--- src/hdl/prdt_pkg.sv ---
// shared types and constants for the prescaled reload down timer
`default_nettype none

package prdt_pkg;

    // base divider and counter width
    localparam int FIXED_DIVIDER = 32;
    localparam int COUNT_WIDTH   = 16;

    // largest prescaler shift, from the three-bit prescaler field
    localparam int PRESC_MAX = 7;
    // phase counts up to one below the largest divider
    localparam int PHASE_W   = $clog2(FIXED_DIVIDER << PRESC_MAX);
    localparam int DIV_W     = PHASE_W + 1;

    // field widths
    localparam int MODE_W  = 2;
    localparam int ADDR_W  = 8;
    localparam int DATA_W  = 16;
    localparam int CTL_W   = 8;

    // item modes
    localparam logic [MODE_W-1:0] MODE_TICK  = 2'd0;
    localparam logic [MODE_W-1:0] MODE_READ  = 2'd1;
    localparam logic [MODE_W-1:0] MODE_WRITE = 2'd2;

    // register byte offsets
    localparam logic [ADDR_W-1:0] ADDR_CTL   = 8'd0;
    localparam logic [ADDR_W-1:0] ADDR_LOAD  = 8'd2;
    localparam logic [ADDR_W-1:0] ADDR_COUNT = 8'd4;

    // control bit positions
    localparam int CTL_START  = 0;
    localparam int CTL_RELOAD = 1;
    localparam int CTL_PRESC_LO = 2;
    localparam int CTL_PRESC_HI = 4;
    localparam int CTL_CLKEN  = 5;

    typedef struct packed {
        logic [MODE_W-1:0] mode;
        logic [ADDR_W-1:0] addr;
        logic [DATA_W-1:0] wdata;
    } t_item;

    typedef struct packed {
        logic [DATA_W-1:0] rdata;
        logic              irq;
    } t_result;

endpackage

`default_nettype wire

--- src/hdl/prdt_engine.sv ---
// timer state registers and the per-item update and read logic
`default_nettype none

module prdt_engine (
    input  wire logic            i_clk,
    input  wire logic            i_rst_n,
    input  wire logic            i_fire,
    input  wire prdt_pkg::t_item i_item,
    output prdt_pkg::t_result    o_result
);
    import prdt_pkg::*;

    logic [CTL_W-1:0]       r_ctl, n_ctl;
    logic [COUNT_WIDTH-1:0] r_load, n_load;
    logic [COUNT_WIDTH-1:0] r_count, n_count;
    logic                   r_running, n_running;
    logic [PHASE_W-1:0]     r_phase, n_phase;

    logic [2:0]             presc_cur;
    logic [2:0]             presc_new;
    logic [DIV_W-1:0]       divider;
    logic [DIV_W-1:0]       phase_inc;
    logic [CTL_W-1:0]       ctl_wr;
    logic                   run_req;

    // current divider and incremented phase
    always_comb begin
        presc_cur = r_ctl[CTL_PRESC_HI:CTL_PRESC_LO];
        divider   = DIV_W'(FIXED_DIVIDER) << presc_cur;
        phase_inc = DIV_W'(r_phase) + DIV_W'(1);
        ctl_wr    = i_item.wdata[CTL_W-1:0];
        presc_new = ctl_wr[CTL_PRESC_HI:CTL_PRESC_LO];
        run_req   = ctl_wr[CTL_START] & ctl_wr[CTL_CLKEN];
    end

    // next state and result for one item
    always_comb begin
        n_ctl     = r_ctl;
        n_load    = r_load;
        n_count   = r_count;
        n_running = r_running;
        n_phase   = r_phase;
        o_result  = '0;
        unique case (i_item.mode)
            MODE_TICK: begin
                if (r_running) begin
                    if (phase_inc >= divider) begin
                        n_phase = '0;
                        if (r_count != '0) begin
                            n_count = r_count - COUNT_WIDTH'(1);
                        end else begin
                            o_result.irq = 1'b1;
                            if (r_ctl[CTL_RELOAD]) begin
                                n_count = r_load;
                            end else begin
                                n_running = 1'b0;
                            end
                        end
                    end else begin
                        n_phase = phase_inc[PHASE_W-1:0];
                    end
                end
            end
            MODE_READ: begin
                if (i_item.addr == ADDR_CTL) begin
                    o_result.rdata = DATA_W'(r_ctl);
                end else if (i_item.addr == ADDR_LOAD) begin
                    o_result.rdata = DATA_W'(r_load);
                end else if (i_item.addr == ADDR_COUNT) begin
                    o_result.rdata = DATA_W'(r_count);
                end
            end
            MODE_WRITE: begin
                if (i_item.addr == ADDR_CTL) begin
                    n_ctl = ctl_wr;
                    if (run_req) begin
                        if (!r_running) begin
                            if (r_load != '0) begin
                                n_count   = r_load;
                                n_running = 1'b1;
                                n_phase   = '0;
                            end
                        end else if (presc_new != presc_cur) begin
                            n_phase = '0;
                        end
                    end else begin
                        n_running = 1'b0;
                    end
                end else if (i_item.addr == ADDR_LOAD) begin
                    n_load = COUNT_WIDTH'(i_item.wdata);
                end
            end
            default: begin
            end
        endcase
    end

    // state update on each transfer through the stage
    always_ff @(posedge i_clk) begin
        if (!i_rst_n) begin
            r_ctl     <= '0;
            r_load    <= '0;
            r_count   <= '0;
            r_running <= 1'b0;
            r_phase   <= '0;
        end else if (i_fire) begin
            r_ctl     <= n_ctl;
            r_load    <= n_load;
            r_count   <= n_count;
            r_running <= n_running;
            r_phase   <= n_phase;
        end
    end

endmodule

`default_nettype wire

--- src/hdl/prescaled_reload_down_timer_core.sv ---
// Prescaled 16-bit down timer with auto-reload. Every transfer on the input
// channel is a base-clock tick, register read, register write or a spare-mode
// no-op, and yields exactly one result (read data and irq pulse). One item is
// taken per clock unless the input stalls. Each item passes the input register
// and the single update stage, and its result is held in the result register
// until taken. The input side stalls only while both registers are full and
// the output is stalled.
`default_nettype none

module prescaled_reload_down_timer_core (
    input  wire logic                          i_clk,
    input  wire logic                          i_rst_n,
    input  wire logic                          i_in_valid,
    output logic                               o_in_stall,
    input  wire logic [prdt_pkg::MODE_W-1:0]   i_mode,
    input  wire logic [prdt_pkg::ADDR_W-1:0]   i_addr,
    input  wire logic [prdt_pkg::DATA_W-1:0]   i_wdata,
    output logic                               o_out_valid,
    input  wire logic                          i_out_stall,
    output logic [prdt_pkg::DATA_W-1:0]        o_rdata,
    output logic                               o_irq
);
    import prdt_pkg::*;

    logic    r_in_valid;
    t_item   r_item;
    logic    r_out_valid;
    t_result r_result;
    t_result result;
    logic    advance;

    // item moves from input register to result register when the latter is free
    assign advance    = r_in_valid && (!r_out_valid || !i_out_stall);
    assign o_in_stall = r_in_valid && !advance;

    // input register
    always_ff @(posedge i_clk) begin
        if (!i_rst_n) begin
            r_in_valid <= 1'b0;
        end else if (!o_in_stall) begin
            r_in_valid <= i_in_valid;
        end
    end

    always_ff @(posedge i_clk) begin
        if (!o_in_stall && i_in_valid) begin
            r_item.mode  <= i_mode;
            r_item.addr  <= i_addr;
            r_item.wdata <= i_wdata;
        end
    end

    // timer state and update logic
    prdt_engine u_engine (
        .i_clk    (i_clk),
        .i_rst_n  (i_rst_n),
        .i_fire   (advance),
        .i_item   (r_item),
        .o_result (result)
    );

    // result register
    always_ff @(posedge i_clk) begin
        if (!i_rst_n) begin
            r_out_valid <= 1'b0;
        end else if (advance) begin
            r_out_valid <= 1'b1;
        end else if (!i_out_stall) begin
            r_out_valid <= 1'b0;
        end
    end

    always_ff @(posedge i_clk) begin
        if (advance) begin
            r_result <= result;
        end
    end

    assign o_out_valid = r_out_valid;
    assign o_rdata     = r_result.rdata;
    assign o_irq       = r_result.irq;

endmodule

`default_nettype wire

--- config.mk ---
export PLATFORM = sky130hd
export DESIGN_NAME = prescaled_reload_down_timer_core
export DESIGN_NICKNAME = d
export VERILOG_FILES = /design/src/hdl/prdt_pkg.sv /design/src/hdl/prdt_engine.sv /design/src/hdl/prescaled_reload_down_timer_core.sv
export SDC_FILE = /design/constraint.sdc
export NUM_CORES = 1
export LEC_CHECK = 0
export BUFFER_PORTS_ARGS = -buffer_cell sky130_fd_sc_hd__buf_2
export CAP_MARGIN = 20
export CORE_UTILIZATION = 37
export CTS_CLUSTER_SIZE = 16
export DETAILED_ROUTE_END_ITERATION = 16
export GPL_TIMING_DRIVEN = 0
export SLEW_MARGIN = 20
export SYNTH_ARGS = -nofsm -noshare
export SYNTH_HDL_FRONTEND = slang
export SYNTH_SLANG_ARGS = --single-unit
--- constraint.sdc ---
create_clock -name i_clk -period 3.8 [get_ports i_clk]
set_clock_uncertainty 0.05 [all_clocks]
set_input_delay 0.76 -clock i_clk [delete_from_list [all_inputs] [get_ports i_clk]]
set_output_delay 0.76 -clock i_clk [all_outputs]
set_load 0.01 [all_outputs]
# Word-level counts from Yosys, hierarchy flattened

Cells that the tools add are included.
Widths: inputs -> output; s select.

Add/subtract/negate cells: 2
Order comparisons: 1
Eq/ne operators: 15
Shift operators: 1
Mux-type cells: 32
Bitwise logic cells: 3
Reductions and logical operators: 20

Operators with widths:

| cell                  | number |
|---|---|
| $mux 16               | 10 |
| $mux 12               | 7 |
| $pmux 16 s2           | 1 |
| $reduce_bool 16->1    | 2 |
| $pmux 12 s2           | 1 |
| $sub 16x1->16 const B | 1 |
| $add 12x1->13 const B | 1 |
| $ge 13x13->1          | 1 |
| $shl 6x3->13 const A  | 1 |
| $ne 2x1->1 const B    | 6 |
| $mux 1                | 11 |
| $reduce_and 3->1      | 3 |
| $reduce_and 9->1      | 1 |
| $eq 8x2->1 const B    | 1 |
| $eq 8x3->1 const B    | 1 |
| $logic_not 8->1       | 1 |
| $mux 8                | 1 |
| $reduce_and 7->1      | 1 |
| $ne 3x1->1 const B    | 2 |
| $logic_not 1->1       | 4 |
| $reduce_and 4->1      | 1 |
| $logic_and 1x1->1     | 3 |
| $ne 3x3->1            | 1 |
| $ne 3x3->1 const B    | 1 |
| 10 further kinds      | 11 |

Register bits after elaboration: 98
Input bits: 30
Output and inout port bits: 19
Word-level logic and storage cells: 87

# Logic depth before layout (Yosys ltp)

Gate-level depths: netlist of the first run.

Word-level depth: 7
Gate-level depth with buffers: 13

# By module

From an unflattened synthesis of the first run, not the netlist that was laid out.

Cells, all modules: 489
Area, all modules: 4829.6 um2

Modules (own cells, without submodules):

| module                           | instances | cells each | area an instance (um2) | seq. area each (um2) |
|---|---|---|---|---|
| prdt_engine                      | 1         | 438        | 3454.6                 | 1061.0 |
| prescaled_reload_down_timer_core | 1         | 51         | 1375.1                 | 1331.3 |

# Worst setup path after synthesis of the first run

No wires, ideal clock.

Path kind: input -> register
Start point: in i_out_stall
End point: reg u_engine.r_phase[8]
Arrival time: 3.635 ns
Setup slack: -0.002 ns
Stages on the path: 7
Buffers on the path: 1
Cells stage by stage: a21boi_0 > o211a_1 > and2_1 > a21boi_1 > clkbuf_1 > nand2_1 > a32o_1

Longest elaborated chain between the ends: 4

RTL lines:

| what                              | RTL line                               | RTL |
|---|---|---|
| start: declaration                | prescaled_reload_down_timer_core.sv:19 | `input wire logic i_out_stall,` |
| $logic_not 1->1                   | --                                     |  |
| $logic_or 1x1->1                  | prescaled_reload_down_timer_core.sv:33 | `assign advance = r_in_valid && (!r_out_valid \|\| !i_out_stall);` |
| $logic_and 1x1->1                 | prescaled_reload_down_timer_core.sv:33 |  |
| $reduce_and 7->1 (no source line) | --                                     |  |
| end signal: assignment            | prdt_engine.sv:111                     | `r_phase <= n_phase;` |
| end: declaration                  | prdt_engine.sv:17                      | `logic [PHASE_W-1:0] r_phase, n_phase;` |

No other way between the ends.
A chain may end at the register's enable or synchronous reset.

# Final worst setup path of the first run

Start point: reg u_engine.r_phase[0]
End point: reg u_engine.r_running

Longest elaborated chain between the ends: 5

RTL lines:

| what                   | RTL line           | RTL |
|---|---|---|
| $add 12x1->13          | prdt_engine.sv:30  | `phase_inc = DIV_W'(r_phase) + DIV_W'(1);` |
| $ge 13x13->1           | prdt_engine.sv:47  | `if (phase_inc >= divider) begin` |
| $mux 1                 | prdt_engine.sv:47  |  |
| $mux 1                 | prdt_engine.sv:46  | `if (r_running) begin` |
| $pmux 1 s2             | prdt_engine.sv:44  | `unique case (i_item.mode)` |
| end signal: assignment | prdt_engine.sv:110 | `r_running <= n_running;` |
| end: declaration       | prdt_engine.sv:16  | `logic r_running, n_running;` |

No other way between the ends.

==> run metrics, run 1 <==
CTS tree=built; Worst setup SP type=flip-flop; HP Class=reg -> reg; Leak=approximately 1.9 nW; synthesized flop and latch total=98; Crit path arrival time=3700 ps; Main synth FF type=dfxtp_1; row cnt=41; max-slew violations=0; post-CTS setup buffer count=0; Sw Share=24.74%; DRC errors left=0; yosys synthesis warning count=0; period utilization=91.39%; # port buffers=47; RSZ-0062 raised after global routing=no; pin count of the biggest net entering global routing=27; final net count=620; WS Path Type=reg -> reg; crit path time final=3473 ps; Hold Fails Final Rpt=0; internal power=between 1.5 and 2 mW; area of the multi-input gates=2267 um2; grt ovf=0; Cell variety after synth=54; deepest clock path buffer count=2; drt wl/cell=about 16 um; dpl ws=around 250 ps; fmax=288.0 MHz; Clk network pwr share=43.0%; post-synth top area cell=edfxtp_1; sequential power share=52.5%; final wirelength=between 10,000 and 15,000 um; Tot GR Track Use=roughly a fifth; combinational power share=4.4%; Synth Cell Area=4817 um2; number of DRC markers in iteration 0=between 300 and 400; syn nets=approximately 560; worst slew pin tran=between 1000 and 1500 ps; Num CTS Buffers=9; highest-count cells in the layout ignoring fill and taps=nand2_1 (70), a21oi_1 (57), nor2_1 (56), dfxtp_1 (55), buf_2 (50); Worst VDD drop=0.0002507 V; Max Cap Viol=0; vias in the first global route=3,872; die area=13,480 um2; sequential element share of the synthesized area=around 50%; Switching Power=0.5358 mW; initial antenna violation count=0; Worst Setup Slack, final=327.4 ps; post-route ant nets=0; Area Growth Syn to Fin=16.05%; share of layout cells above drive strength 1=14.21%; Post-CTS Hold Buffers=0; top cells by area, synth=edfxtp_1 (27%), dfxtp_1 (23%), a21oi_1 (5.9%), nand2_1 (5.5%), nor2_1 (4.4%); DR pass1 iterations=5; # fillers=1,238; htree depth=3; status=complete, no violations; first-pass GRT wire length=19,580 um; Skew-Pair Late Insertion Delay=350 ps; Initial Utilization=38.02%; Placer Congestion=0.8820; Clock Sinks=98; EDFF count, synth=43; routed via count=4,119; Clock transition at path regs=80 ps; Req. time, crit path=4030 ps; Avg Cell Area, Syn=~9.2 um2; storage element area=roughly 2400 um2; Post-CTS Resized=0; crit end category=flip-flop; Pwr per Cell Area=just under 400 nW/um2; relative slew slack=18.72%; detailed-placement wirelength estimate=between 8000 and 9000 um; Mapped Cells=521; setup TNS=0 ps; CORE AREA=12,670 um2; most common cell after layout, fill and taps aside=nand2_1; io pins=49; Die X=116.1 um; Final Power=2.166 mW; DR vias/cell=5.448; CP Max Fanout=8; top cell type's share of synthesized area=26.81%; Die H=around 120 um; Diodes inserted=0; # setup viols final=0; Synth async-reset ratio=0%; CTS root buf=clkbuf_16
through the flow:
stage	instances	hold slack (ps)	instance area, um2	util [%]
final	756	441.8	5590	44.12
after global routing	756	458.3	5590	44.12
after CTS	756	443.5	5590	44.12
after detailed placement	740	422.2	5286	41.72
after global placement	740	407.3	5268	41.57
after floorplan	521	394.1	4817	-
final cells by class:
cell class / instances / share of cell area [%]
plain buffers: 32 / 2.619
inverters: 8 / 0.5372
clock inverters: 7 / 1.410
clock buffers: 9 / 4.029
well taps: 172 / 3.850
multi-input cells: 383 / 40.55
repair buffers: 47 / 4.208
flip-flops and latches: 98 / 42.79
critical path: stages (launching register included):
cell and delay, ps:
dfxtp_1 380, nand3_1 170, nor2_1 250, nand3_1 180
xnor2_1 260, ha_1 280, a31o_2 240, a221oi_1 430
o21ai_0 300, nor2_1 520, o21ai_0 190, a21oi_1 140
Yosys cell counts, drive strengths merged (9+ instances only):
| cell type | instances |
|---|---|
| dfxtp | 55 |
| clkbuf | 24 |
| nand3 | 26 |
| nor3 | 10 |
| mux2i | 15 |
| edfxtp | 43 |
| a21oi | 60 |
| nand2b | 9 |
| nand2 | 70 |
| o21ai | 19 |
| ha | 11 |
| nor2 | 56 |
power by group through the flow:
stage | registers, mW | logic [mW] | clock network [mW]
4_1_cts | 1.14 | 0.0967 | 0.943
5_1_grt | 1.14 | 0.105 | 0.982
6_report | 1.14 | 0.0963 | 0.931
3_3_place_gp | 1.16 | 0.0927 | 0
3_5_place_dp | 1.16 | 0.0963 | 0
2_1_floorplan | 1.17 | 0.0456 | 0
kinds of logic (layout without fill, tap and decap cells):
kind of cell    after synthesis  after routing  share of synthesized area [%]
simple gates                220            220                          21.90
compound gates              127            127                          16.99
flops                        98             98                          49.66
buf+inv                      40            103                          3.662
mux                          15             15                          3.117
fa+ha+maj                    11             11                          2.857
xor+xnor                     10             10                          1.818
registers in the layout, indices dropped and copies added (netlist names):
register,flops
o_rdata,16
r_in_valid,1
o_irq,1
u_engine.r_count,16
o_out_valid,1
u_engine.r_running,1
u_engine.r_load,16
u_engine.r_ctl,8
r_item,26
u_engine.r_phase,12
path summary, 6_finish.rpt:
kind	from	to	slack (ps)	cells after the start
worst max register to register	u_engine.r_phase[0]	u_engine.r_running	330	11
worst min-delay path	u_engine.r_phase[11]	u_engine.r_phase[11]	440	2
worst min register to register	u_engine.r_phase[11]	u_engine.r_phase[11]	440	2
worst max-delay path	u_engine.r_phase[0]	u_engine.r_running	330	11
per-layer routing:
metal | global-route usage (%) | wire (um)
met1 | 26.33 | 5538
met3 | 3.321 | 894
met5 | 0 | 0
met2 | 29.09 | 5388
met4 | 7.179 | 310
(Power assumes the default switching activity.)
==> inputs of run 2 (changes only) <==
Settings changed: CORE_ASPECT_RATIO set to 0.7, GPL_TIMING_DRIVEN 0 to 1.
==> run 2 against run 1 <==
The flow now finishes with violations (design-rule violations). Global-route usage hardly changed. Worst hold slack worse by 21 ps. Register-to-register slack better by 140 ps. Combinational power is 6.6% lower. Die area hardly changed. Routed wire length is 1.0% lower. Highest routed layer unchanged.
==> run metrics, run 2 (synthesized netlist as in run 1, its figures left out) <==
reg2reg start=u_engine.r_phase[0]; Pwr per Cell Area=390.2 nW/um2 (+0.72%); post-route ant nets=0 (unchanged); vias in the first global route=3,780 (-2.4%); max-slew violations=0 (unchanged); failing checks=design-rule violations; Clock transition at path regs=70 ps (about the same); htree depth=3 (unchanged); Die H=97.47 um (-16%); CTS tree=built; number of DRC markers in iteration 0=458 (+21%); crit path time final=3331 ps (-141.8 ps); grt ovf=0 (unchanged); worst r2r dst=u_engine.r_count[9]; worst reg2reg setup slack=470 ps (+140 ps); routed via count=4,056 (-1.5%); HP Class=reg -> reg; Req. time, crit path=3980 ps (-50 ps); Worst setup SP type=flip-flop; row cnt=34 (-17%); Final Power=2.167 mW (about the same); Die X=138.4 um (+19%); Hold Fails Final Rpt=0 (unchanged); Num CTS Buffers=9 (unchanged); initial antenna violation count=0 (unchanged); detailed-placement wirelength estimate=8615 um (-0.88%); die area=13,490 um2 (about the same); reg2reg path depth=13 (+2); hold depth=2 (unchanged); CORE AREA=12,550 um2 (-0.96%); first-pass GRT wire length=19,910 um (+1.7%); Leak=1.945 nW (+0.81%); Crit path arrival time=3510 ps (-190 ps); deepest clock path buffer count=2 (unchanged); DR vias/cell=5.541 (+1.7%); Area Growth Syn to Fin=15.27%; highest-count cells in the layout ignoring fill and taps=nand2_1 (70), a21oi_1 (57), nor2_1 (56), dfxtp_1 (55), buf_2 (48); Diodes inserted=0 (unchanged); Tot GR Track Use=18.82% (about the same); Initial Utilization=38.38% (+0.37 points); WS Path Type=reg -> reg; post-CTS setup buffer count=0 (unchanged); Hold Crit Start=u_engine.r_phase[11]; Hold Path End=u_engine.r_phase[11]; CTS root buf=clkbuf_16; Post-CTS Hold Buffers=0 (unchanged); DRC errors left=2 (+2); # setup viols final=0 (unchanged); share of layout cells above drive strength 1=16.49% (+2.3 points); # fillers=1,222 (-1.3%); relative slew slack=48.75% (+30 points); # port buffers=48 (+2.1%); Placer Congestion=0.8886 (+0.75%); Fin Hold WS=421.2 ps (-20.66 ps); io pins=49 (unchanged); Top reg by flops=r_item; status=finished with violations; fmax=300.2 MHz (+4.3%); worst slew pin tran=766.0 ps (-450.6 ps); CP Max Fanout=6 (-2); Worst VDD drop=0.0002466 V (-1.6%); Skew-Pair Late Insertion Delay=340 ps (about the same); final net count=606 (-2.3%); pin count of the biggest net entering global routing=51 (+89%); most common cell after layout, fill and taps aside=nand2_1; max reg flops=26 (unchanged); final wirelength=12,010 um (-1.0%); Clock Sinks=98 (unchanged); setup TNS=0 ps (unchanged); Post-CTS Resized=0 (unchanged); drt wl/cell=16.40 um (+2.2%); Max Cap Viol=0 (unchanged); DR pass1 iterations=11 (+6); RSZ-0062 raised after global routing=no; crit end category=flip-flop; period utilization=87.65% (-3.7 points)
run 2: cell types whose count changed in the layout (fill, tap and decap cells not counted), moves of 2 or more:
cell / delta
clkbuf_1: -23
buf_1: -2
buf_4: +17
buf_2: -2
inv_8: -4
buf_6: -3
run 2: routing by layer:
layer  wire length, um  GRT usage (%)
met2              4734          25.61
met3               989          4.436
met1              6104          28.92
met5                 0              0
met4               178          5.445
run 2: worst max-delay path by stage:
stage	slack [ps]	endpoint	cells past startpoint	from
final	470	u_engine.r_count[9]	13	u_engine.r_phase[0]
after global routing	210	u_engine.r_count[0]	12	u_engine.r_phase[0]
after CTS	220	u_engine.r_count[15]	12	u_engine.r_phase[0]
after detailed placement	270	u_engine.r_count[15]	12	u_engine.r_phase[0]
after global placement	410	u_engine.r_count[5]	12	u_engine.r_phase[0]
after floorplan	500	u_engine.r_phase[8]	7	i_out_stall
run 2: per-stage QoR:
step	std cells	worst slack [ps]	instance area (um2)	utilization, %
5_1_grt	732	211.0	5553	44.25
3_5_place_dp	713	269.0	5225	41.64
3_3_place_gp	713	412.7	5225	41.64
2_1_floorplan	521	499.4	4817	-
6_report	732	469.2	5553	44.25
4_1_cts	729	221.8	5530	44.07
run 2: report_power, final:
group / switching [mW] / internal [mW] / leakage, nW
logic: 0.0567 / 0.0331 / 0.948
registers: 0.0179 / 1.13 / 0.847
clock network: 0.398 / 0.534 / 0.151
run 2: layout make-up:
| type | instances | area (um2) | area share (%) |
|---|---|---|---|
| clock buffer | 11 | 242.7 | 4.371 |
| clock inverter | 5 | 62.56 | 1.127 |
| inverter | 8 | 30.03 | 0.5408 |
| multi-input combinational | 383 | 2255 | 40.60 |
| sequential | 98 | 2392 | 43.08 |
| tap | 162 | 202.7 | 3.650 |
| timing repair buffer | 65 | 367.9 | 6.625 |
run 2: critical path: stages, from the launching register on:
cell and delay [ps]:
dfxtp_1 370, ha_1 210, and3_1 230, nand3_1 220, xnor2_1 190, ha_1 310, and2_1 160, a221oi_1 400
o21ai_0 280, a41oi_4 320, buf_4 190, buf_4 140, a21oi_1 40, o2bb2ai_1 120
==> inputs of run 3 (changes only) <==
Clock period 3.8 ns to 3.6 ns, I/O delays scaled along.
==> run 3 against run 2 <==
The run still ends with design-rule violations left. Cell count unchanged. Combinational power increased by 6.9%. Non-clock buffer count unchanged. Sequential share of layout area about the same. Critical endpoint unchanged. Largest power group unchanged.
==> run metrics, run 3 (synthesized netlist as in run 1, its figures left out) <==
CP Max Fanout=26 (+20); max reg flops=26 (unchanged); worst slew pin tran=745.4 ps (-20.57 ps); post-CTS setup buffer count=0 (unchanged); row cnt=34 (unchanged); Hold Fails Final Rpt=0 (unchanged); Area Growth Syn to Fin=15.30% (about the same); Clock transition at path regs=70 ps (about the same); highest-count cells in the layout ignoring fill and taps=nand2_1 (70), a21oi_1 (57), nor2_1 (56), dfxtp_1 (55), buf_2 (48); Crit path arrival time=3450 ps (-60 ps); Max Cap Viol=0 (unchanged); Hold Crit Start=u_engine.r_phase[11]; CTS root buf=clkbuf_16; grt ovf=0 (unchanged); crit path time final=3267 ps (-63.32 ps); hold depth=2 (unchanged); CORE AREA=12,550 um2 (unchanged); Diodes inserted=0 (unchanged); max-slew violations=0 (unchanged); failing checks=design-rule violations; deepest clock path buffer count=2 (unchanged); Die X=138.4 um (unchanged); DR vias/cell=5.433 (-1.9%); # fillers=1,160 (-5.1%); share of layout cells above drive strength 1=16.32% (-0.18 points); reg2reg start=u_engine.r_phase[0]; setup TNS=0 ps (unchanged); Placer Congestion=0.9046 (+1.8%); die area=13,490 um2 (unchanged); status=finished with violations; pin count of the biggest net entering global routing=31 (-39%); cell mode on critical path=ha_1; routed via count=3,977 (-1.9%); final wirelength=11,890 um (-0.97%); crit path cell chain=ha_1 -> and3_1 -> nand3_1 -> xnor2_1 -> ha_1 -> and2_1 -> a221oi_1 -> o21ai_1 -> a41oi_4 -> buf_12 -> a21oi_1 -> o2bb2ai_1; Clock Sinks=98 (unchanged); WS Path Type=reg -> reg; first-pass GRT wire length=19,510 um (-2.0%); vias in the first global route=3,725 (-1.5%); crit end category=flip-flop; DRC errors left=2 (unchanged); Largest stage delay, worst path=400 ps (about the same); Worst setup SP type=flip-flop; htree depth=3 (unchanged); relative slew slack=50.12% (+1.4 points); Req. time, crit path=3780 ps (-200 ps); HP Class=reg -> reg; RSZ-0062 raised after global routing=no; Num CTS Buffers=9 (unchanged); period utilization=90.76% (+3.1 points); Area after DPL=5260 um2 (+0.67%); # port buffers=48 (unchanged); number of DRC markers in iteration 0=354 (-23%); Top Family by Delay on Critical Path=compound AO/OA/AOI/OAI gates; post-route ant nets=0 (unchanged); Initial Utilization=38.38% (unchanged); detailed-placement wirelength estimate=8593 um (-0.26%); Post-CTS Resized=0 (unchanged); # setup viols final=0 (unchanged); Worst VDD drop=0.0002716 V (+10%); Crit-path slowest cell=a221oi_1; Pwr per Cell Area=409.2 nW/um2 (+4.9%); Top reg by flops=r_item; fmax=306.0 MHz (+1.9%); CTS tree=built; DR pass1 iterations=10 (-1); Hold Path End=u_engine.r_phase[11]; final net count=606 (unchanged); worst reg2reg setup slack=330 ps (-140 ps); most common cell after layout, fill and taps aside=nand2_1; Die H=97.47 um (unchanged); Crit path buffers/inverters=1 (-1); Tot GR Track Use=18.55% (-0.26 points); initial antenna violation count=0 (unchanged); area of the multi-input gates=2255 um2 (unchanged); io pins=49 (unchanged); worst r2r dst=u_engine.r_count[9]; Post-CTS Hold Buffers=0 (unchanged); drt wl/cell=16.24 um (-0.97%); storage element area=2392 um2 (unchanged); Leak=1.950 nW (+0.25%); Skew-Pair Late Insertion Delay=350 ps (about the same); fin area=5554 um2 (about the same); reg2reg path depth=12 (-1)
[run 3: worst register-to-register path, delay by kind of cell, from the launching register on]
family          cells  cell delay [ps]
buf+inv             1              220
compound gates      5             1220
xor+xnor            1              180
flops               1              380
fa+ha+maj           2              510
simple gates        3              580
[run 3: worst max-delay path by stage]
stage | slack, ps | to | startpoint | depth (start not counted)
global placement | 440 | u_engine.r_count[0] | u_engine.r_phase[0] | 12
floorplan | 340 | u_engine.r_phase[8] | i_out_stall | 7
global route | 30 | u_engine.r_count[13] | u_engine.r_phase[0] | 12
finish | 330 | u_engine.r_count[9] | u_engine.r_phase[0] | 12
detailed placement | 330 | u_engine.r_count[9] | u_engine.r_phase[0] | 12
CTS | 300 | u_engine.r_count[0] | u_engine.r_phase[0] | 12
[run 3: layer usage]
layer	GRT usage (%)	wire, um	vias to the layer above
li1	-	-	1965
met1	28.65	6254	1847
met2	25.61	4686	155
met3	3.992	840	10
met4	4.927	109	0
met5	0	0	-
[run 3: stage by stage]
step	std cells	power (mW)	setup WS, ps	utilization [%]	hold WS, ps
global placement	716	1.326	435.3	41.91	403.5
global route	732	2.344	32.61	44.26	444.5
finish	732	2.273	332.5	44.26	419.1
CTS	732	2.288	304.2	44.26	420.7
detailed placement	716	1.329	332.3	41.91	409.1
floorplan	521	1.278	339.4	-	394.1
[run 3: cell type report]
class                           instances  area share (%)
Inverter                                8          0.5407
Clock buffer                           11           4.190
Clock inverter                          5           1.104
Multi-Input combinational cell        383           40.59
Timing Repair Buffer                   65           6.848
Sequential cell                        98           43.07
Tap cell                              162           3.649
[run 3: report_power, final]
part | internal [mW] | switching (mW) | total (mW)
Sequential | 1.19 | 0.0188 | 1.21
Combinational | 0.0361 | 0.0600 | 0.0961
Clock | 0.544 | 0.424 | 0.969
